===== src/rtl/rcs_pkg.sv =====
// Shared constants and types of the column ray setup block.
`default_nettype none
package rcs_pkg;

   localparam int SCREEN_WIDTH_DEF = 640;
   localparam int MAP_CELLS_DEF    = 256;

   // Configuration register indexes
   localparam logic [2:0] REG_POS_X   = 3'd0;
   localparam logic [2:0] REG_POS_Y   = 3'd1;
   localparam logic [2:0] REG_DIR_X   = 3'd2;
   localparam logic [2:0] REG_DIR_Y   = 3'd3;
   localparam logic [2:0] REG_PLANE_X = 3'd4;
   localparam logic [2:0] REG_PLANE_Y = 3'd5;

   localparam int CSR_IDX_W  = 3;
   localparam int CSR_DATA_W = 16;

   localparam int RAY_W  = 17;
   localparam int DIST_W = 32;

   localparam logic signed [RAY_W-1:0] RAY_MIN = -17'sd65536;
   localparam logic signed [RAY_W-1:0] RAY_MAX = 17'sd65535;
   localparam logic [DIST_W-1:0]       DIST_MAX = '1;

   // Reciprocal divider: 2^30 / |ray|, two quotient bits per stage
   localparam int DIV_W          = 32;
   localparam int DIV_ONE_BIT    = 30;
   localparam int DIV_PER_STAGE  = 2;
   localparam int DIV_STAGES     = DIV_W / DIV_PER_STAGE;

   typedef logic signed [RAY_W-1:0] ray_type;

endpackage
`default_nettype wire


===== src/rtl/rcs_div.sv =====
// Pipelined restoring divider computing 2^30 / mag, two quotient bits per stage.
`default_nettype none
module rcs_div
   import rcs_pkg::*;
#(
   parameter int TAG_W = RAY_W
) (
   input  wire logic              clock,
   input  wire logic              reset,
   input  wire logic              en,
   input  wire logic              in_valid,
   input  wire logic [16:0]       in_mag,
   input  wire logic [TAG_W-1:0]  in_tag,
   output logic                   out_valid,
   output logic [DIV_W-1:0]       out_quot,
   output logic [TAG_W-1:0]       out_tag
);

   logic              v_ff    [DIV_STAGES];
   logic [16:0]       mag_ff  [DIV_STAGES];
   logic [16:0]       rem_ff  [DIV_STAGES];
   logic [DIV_W-1:0]  quot_ff [DIV_STAGES];
   logic [TAG_W-1:0]  tag_ff  [DIV_STAGES];

   for (genvar i = 0; i < DIV_STAGES; i++) begin : g_stage
      logic              src_v;
      logic [16:0]       src_mag;
      logic [16:0]       src_rem;
      logic [DIV_W-1:0]  src_quot;
      logic [TAG_W-1:0]  src_tag;
      logic [16:0]       rem_in;
      logic [DIV_W-1:0]  quot_in;

      if (i == 0) begin : g_first
         assign src_v    = in_valid;
         assign src_mag  = in_mag;
         assign src_rem  = '0;
         assign src_quot = '0;
         assign src_tag  = in_tag;
      end else begin : g_next
         assign src_v    = v_ff[i-1];
         assign src_mag  = mag_ff[i-1];
         assign src_rem  = rem_ff[i-1];
         assign src_quot = quot_ff[i-1];
         assign src_tag  = tag_ff[i-1];
      end

      always_comb begin
         logic [17:0] trial;
         rem_in  = src_rem;
         quot_in = src_quot;
         for (int k = 0; k < DIV_PER_STAGE; k++) begin
            // dividend bit is set only at the 2^30 position
            trial = {rem_in, ((DIV_W - 1 - DIV_PER_STAGE*i - k) == DIV_ONE_BIT)};
            if (trial >= {1'b0, src_mag}) begin
               rem_in = 17'(trial - {1'b0, src_mag});
               quot_in[DIV_W - 1 - DIV_PER_STAGE*i - k] = 1'b1;
            end else begin
               rem_in = trial[16:0];
            end
         end
      end

      always_ff @(posedge clock) begin
         if (reset) begin
            v_ff[i] <= 1'b0;
         end else if (en) begin
            v_ff[i] <= src_v;
         end
         if (en) begin
            mag_ff[i]  <= src_mag;
            rem_ff[i]  <= rem_in;
            quot_ff[i] <= quot_in;
            tag_ff[i]  <= src_tag;
         end
      end
   end

   assign out_valid = v_ff[DIV_STAGES-1];
   assign out_quot  = quot_ff[DIV_STAGES-1];
   assign out_tag   = tag_ff[DIV_STAGES-1];

endmodule
`default_nettype wire

===== config.mk =====
export PLATFORM = sky130hd
export DESIGN_NAME = rcs_div
export DESIGN_NICKNAME = d
export VERILOG_FILES = /design/src/rtl/rcs_pkg.sv /design/src/rtl/rcs_div.sv
export SDC_FILE = /design/constraint.sdc
export NUM_CORES = 2
export LEC_CHECK = 0
export BUFFER_PORTS_ARGS = -buffer_cell sky130_fd_sc_hd__buf_4
export CELL_PAD_IN_SITES_DETAIL_PLACEMENT = 1
export CELL_PAD_IN_SITES_GLOBAL_PLACEMENT = 2
export CORE_UTILIZATION = 48
export CTS_CLUSTER_DIAMETER = 100
export CTS_CLUSTER_SIZE = 16
export DETAILED_ROUTE_END_ITERATION = 8
export PLACE_DENSITY = 0.95
export SYNTH_ARGS = -nofsm -noshare
export SYNTH_HDL_FRONTEND = slang
export SYNTH_SLANG_ARGS = --single-unit

===== constraint.sdc =====
create_clock -name clock -period 14 [get_ports clock]
set_clock_uncertainty 0.15 [all_clocks]
set_input_delay 2.8 -clock clock [delete_from_list [all_inputs] [get_ports clock]]
set_output_delay 2.8 -clock clock [all_outputs]
set_load 0.005 [all_outputs]

Word-level counts from Yosys, hierarchy flattened
Memories as Yosys holds them, arrays and structs flattened.
Index checks and enable logic that the tools add are counted.
{ "totals": {"latch_bits": 0, "in_bits": 38, "register_bits": 0, "romBits": 0, "word_cells": 171, "memories": 5, "out_inout_bits": 50, "ramBits": 1344} }
{ "op_classes": {"n_mul": 0, "add_sub_neg": 32, "bitwise": 16, "mux": 86, "magnitude_cmp": 32, "n_div": 0, "n_eq_ne": 0, "shifts": 0, "reduce_logical": 0} }
{ "mem_list": {"columns": ["memory", "words", "word_bits", "read_ports", "rd_clocked_by_memory_dff", "wr", "line", "rtl"], "rows": [
  ["quot_ff", 16, 32, 16, 0, 16, "rcs_div.sv:22", "logic [DIV_W-1:0] quot_ff [DIV_STAGES];"],
  ["mag_ff", 16, 17, 15, 0, 16, "rcs_div.sv:20", "logic [16:0] mag_ff [DIV_STAGES];"],
  ["rem_ff", 16, 17, 15, 0, 16, "rcs_div.sv:21", "logic [16:0] rem_ff [DIV_STAGES];"],
  ["tag_ff", 16, 17, 16, 0, 16, "rcs_div.sv:23", "logic [TAG_W-1:0] tag_ff [DIV_STAGES];"],
  ["v_ff", 16, 1, 16, 0, 16, "rcs_div.sv:19", "logic v_ff [DIV_STAGES];"]
]} }
{ "op_table": {"columns": ["cell", "count"], "rows": [
  ["18-bit by 17-bit >= comparator with 1-bit output", 31],
  ["17-bit 2-to-1 mux", 32],
  ["17-bit subtractor", 31],
  ["1-bit 2-to-1 mux", 54],
  ["1-bit by 17-bit >= comparator with 1-bit output (first input constant)", 1],
  ["1-bit by 17-bit subtractor with 17-bit output (first input constant)", 1],
  ["1-bit OR", 16]
]} }

Logic depth before layout (Yosys ltp)
An unclocked memory read counts as a cell.
{ "depth": {"ltp_word": 5, "mapped_depth": 25, "ltp_nobuf": 22} }

Worst setup path after synthesis
No wires, ideal clock.
{ "synth_path": {"kind": "input -> register", "start": "input in_mag[5]", "end": "memory rem_ff[0][10] (data pin)", "n_path_buf": 1, "setup_ns": 0.260, "slack_ns": 6.720, "cell_stages": 18, "arrival_time_ns": 6.870, "t_required_ns": 13.590, "cell_sequence": "nor4_4 nand2_1 or2_2 or3_1 nor4b_1 ha_1 a31oi_2 nor3_1 ha_1 a21o_1 a21o_1 a21o_1 or3_1 o211ai_1 and3_1 nor2_2 buf_4 mux2_2"} }
{ "synth_lines": {"columns": ["element", "line", "rtl"], "rows": [
  ["start, declared", "rcs_div.sv:12", "input wire logic [16:0] in_mag,"],
  ["end, declared", "rcs_div.sv:21", null]
]} }

==> results.json <==
{
  "critPathSlowestCell": "nor2_2",
  "crit_chain": "buf_4, nor4_4, nand2_1, or2_2, or3_1, nor4b_1, ha_1, a31oi_2, inv_1, nand2_1, inv_1, ha_1, nor2b_1, o21ai_0, a21oi_1, o21ai_0, a21oi_1, o211ai_1, and3_1, nor2_2, mux2_2",
  "grt_pass1_wl_um": 245000,
  "min_period_over_period_pct": 55.75,
  "rows": 131,
  "num_io_pins": 88,
  "relSlewSlack_pct": 23.24,
  "grt_overflow_total": 0,
  "clockBufferDepth": 3,
  "post_cts_buffers": 0,
  "routed_via_density": 5.850,
  "die_h_um": 362.0,
  "routed_wl_um": 155400,
  "drive_gt1_share_pct": 10.12,
  "worstMarginPinSlew_ns": 1.151,
  "grt_pass1_vias": 43950,
  "first_iter_violations": 2788,
  "syn-num-nets": 5909,
  "ant_nets": 0,
  "place_ws_ns": 5.539,
  "synthArstFlopShare_pct": 0,
  "rsz0062_at_grt": "no",
  "drc_errors": 0,
  "layout_common_cells": "edfxtp_1 (1070), ha_1 (512), inv_1 (419)",
  "clk_pin_slew_ns": 0.07,
  "cp_max_fo": 16,
  "synth_cells": 5343,
  "drt-pass1-iter-count": 5,
  "place_congestion": 0.8758,
  "outcome": "completed",
  "antenna_found_initial": 1,
  "netlist_area_um2": 62220,
  "worst-r2r-cell-count": 20,
  "synthFlopType": "edfxtp_1",
  "critical_path_arrival_ns": 8.12,
  "fin_tns_setup_ns": 0,
  "finalSetupViolations": 0,
  "coreArea_um2": 128000,
  "critPathMaxStageDelay_ns": 0.80,
  "synth_cell_types": 106,
  "gr-usage-all-layers_pct": 23.51,
  "fin_crit_ns": 7.805,
  "rr_startpoint": "mag_ff[0][0]",
  "yosysWarnings": 0,
  "cts_tree": "built",
  "rrSetupSlack_ns": 6.36,
  "synth-edff-count": 1070,
  "hold_buffers": 0,
  "finalHoldViolCount": 0,
  "startpoint_type": "primary input",
  "final_common_cell": "edfxtp_1",
  "portBuffers": 87,
  "worst_ep_required_time_ns": 14.31,
  "nFillCells": 13480,
  "critPathKind": "in -> reg",
  "setup_ws_ns": 6.195,
  "grt_max_degree": 192,
  "num_vias": 42190,
  "cap_violations": 0,
  "crit_path_end_kind": "flip-flop",
  "ys_seq_elements": 1070,
  "max_freq_mhz": 128.1,
  "dieArea_um2": 131100,
  "worstHoldStart": "quot_ff[1][187]",
  "start_util_pct": 48.61,
  "postCtsResizedCells": 0,
  "wl_per_cell_um": 21.54,
  "hold_class": "reg -> reg",
  "clockRootBuffer": "clkbuf_16",
  "whs_path_depth": 0,
  "final_core_util_pct": 52.47,
  "rr_endpoint": "rem_ff[0][24]",
  "dieWidth_um": 362.0,
  "clk-insertion-delay-late_ns": 0.72,
  "nets": 6035,
  "dp_hpwl_um": 117800,
  "clock-sinks": 1070,
  "areaGrowthSynthToFinish_pct": 7.939,
  "synth.avg_cell_area_um2": 11.65,
  "drv_slew": 0,
  "htreeDepth": 3,
  "cts_buffers": 79,
  "ys_seq_area_share_pct": 51.64,
  "hold_end": "quot_ff[1][219]"
}
==> cells in the mapped netlist, types with 44 or more instances <==
library cell,instances,area share [%]
a211oi_1,57,0.69
a21o_1,147,1.8
a21oi_1,360,2.9
a31oi_1,51,0.51
and2_1,53,0.53
and3_1,54,0.54
edfxtp_1,1070,52
ha_1,512,10
inv_1,419,2.5
mux2_2,240,4.3
nand2_1,304,1.8
nand2b_1,44,0.44
nand3_1,83,0.67
nand4_1,46,0.46
nor2_1,372,2.2
nor2b_1,76,0.76
nor3_1,102,0.82
o21a_1,72,0.87
o21ai_0,247,2.0
o21bai_1,57,0.69
o31ai_1,45,0.54
xnor2_1,244,3.4
xor2_1,130,1.8
==> layer usage <==
metal	GRT usage (%)	routed length [um]	vias up
met5	0	0	-
met4	6.913	4224	0
met3	2.405	5070	223
met2	40.53	76320	725
met1	31.26	69740	21040
li1	-	-	20200
==> through the flow <==
step,instance area [um^2],cells,hold slack [ns]
after detailed placement,64930,7117,0.2551
after floorplan,62220,5343,0.2503
after CTS,67160,7212,0.2546
after global routing,67160,7212,0.2596
after global placement,64930,7117,0.2505
final,67160,7213,0.2527
==> worst max-delay path by stage <==
stage	slack, ns	to	depth (start not counted)	start
6_report	6.19	rem_ff[0][10]	21	in_mag[5]
3_5_place_dp	5.54	rem_ff[0][6]	21	in_mag[5]
4_1_cts	6.28	rem_ff[0][8]	21	in_mag[5]
5_1_grt	5.82	rem_ff[0][10]	21	in_mag[5]
2_1_floorplan	6.72	rem_ff[0][10]	18	in_mag[5]
3_3_place_gp	5.62	rem_ff[0][9]	21	in_mag[5]
==> worst max-delay path: cells and delay by family <==
kind                     cells  cell delay, ns
AND/OR/NAND/NOR              9            2.88
AO/OA/AOI/OAI                6            1.08
buffers and inverters        3            0.47
adder cells (fa/ha/maj)      2            0.44
multiplexers                 1            0.42
==> sequential cells by signal, indices dropped and copies added (netlist names) <==
name,count
quot_ff,272
rem_ff,255
tag_ff,272
v_ff,16
mag_ff,255
==> layout make-up <==
type                            count  area, um^2  area share [%]
Antenna cell                        1       2.502        0.003726
Sequential cell                  1070       32130           47.84
Inverter                          426        1602           2.385
Clock buffer                       83        2013           2.998
Tap cell                         1729        2163           3.221
Timing Repair Buffer              110       858.3           1.278
Multi-Input combinational cell   3782       28180           41.96
Clock inverter                     12       212.7          0.3167
==> cell families after synthesis <==
family | Yosys count | share of synthesized area (%)
AND/OR/NAND/NOR | 1301 | 10.26
AO/OA/AOI/OAI | 1291 | 13.66
flip-flops | 1070 | 51.64
adder cells (fa/ha/maj) | 528 | 10.81
buffers and inverters | 491 | 3.085
XOR/XNOR | 374 | 5.264
multiplexers | 288 | 5.274
Power is not shown: default switching activity piles up to over one toggle a cycle in this logic, so the estimate is an artifact.
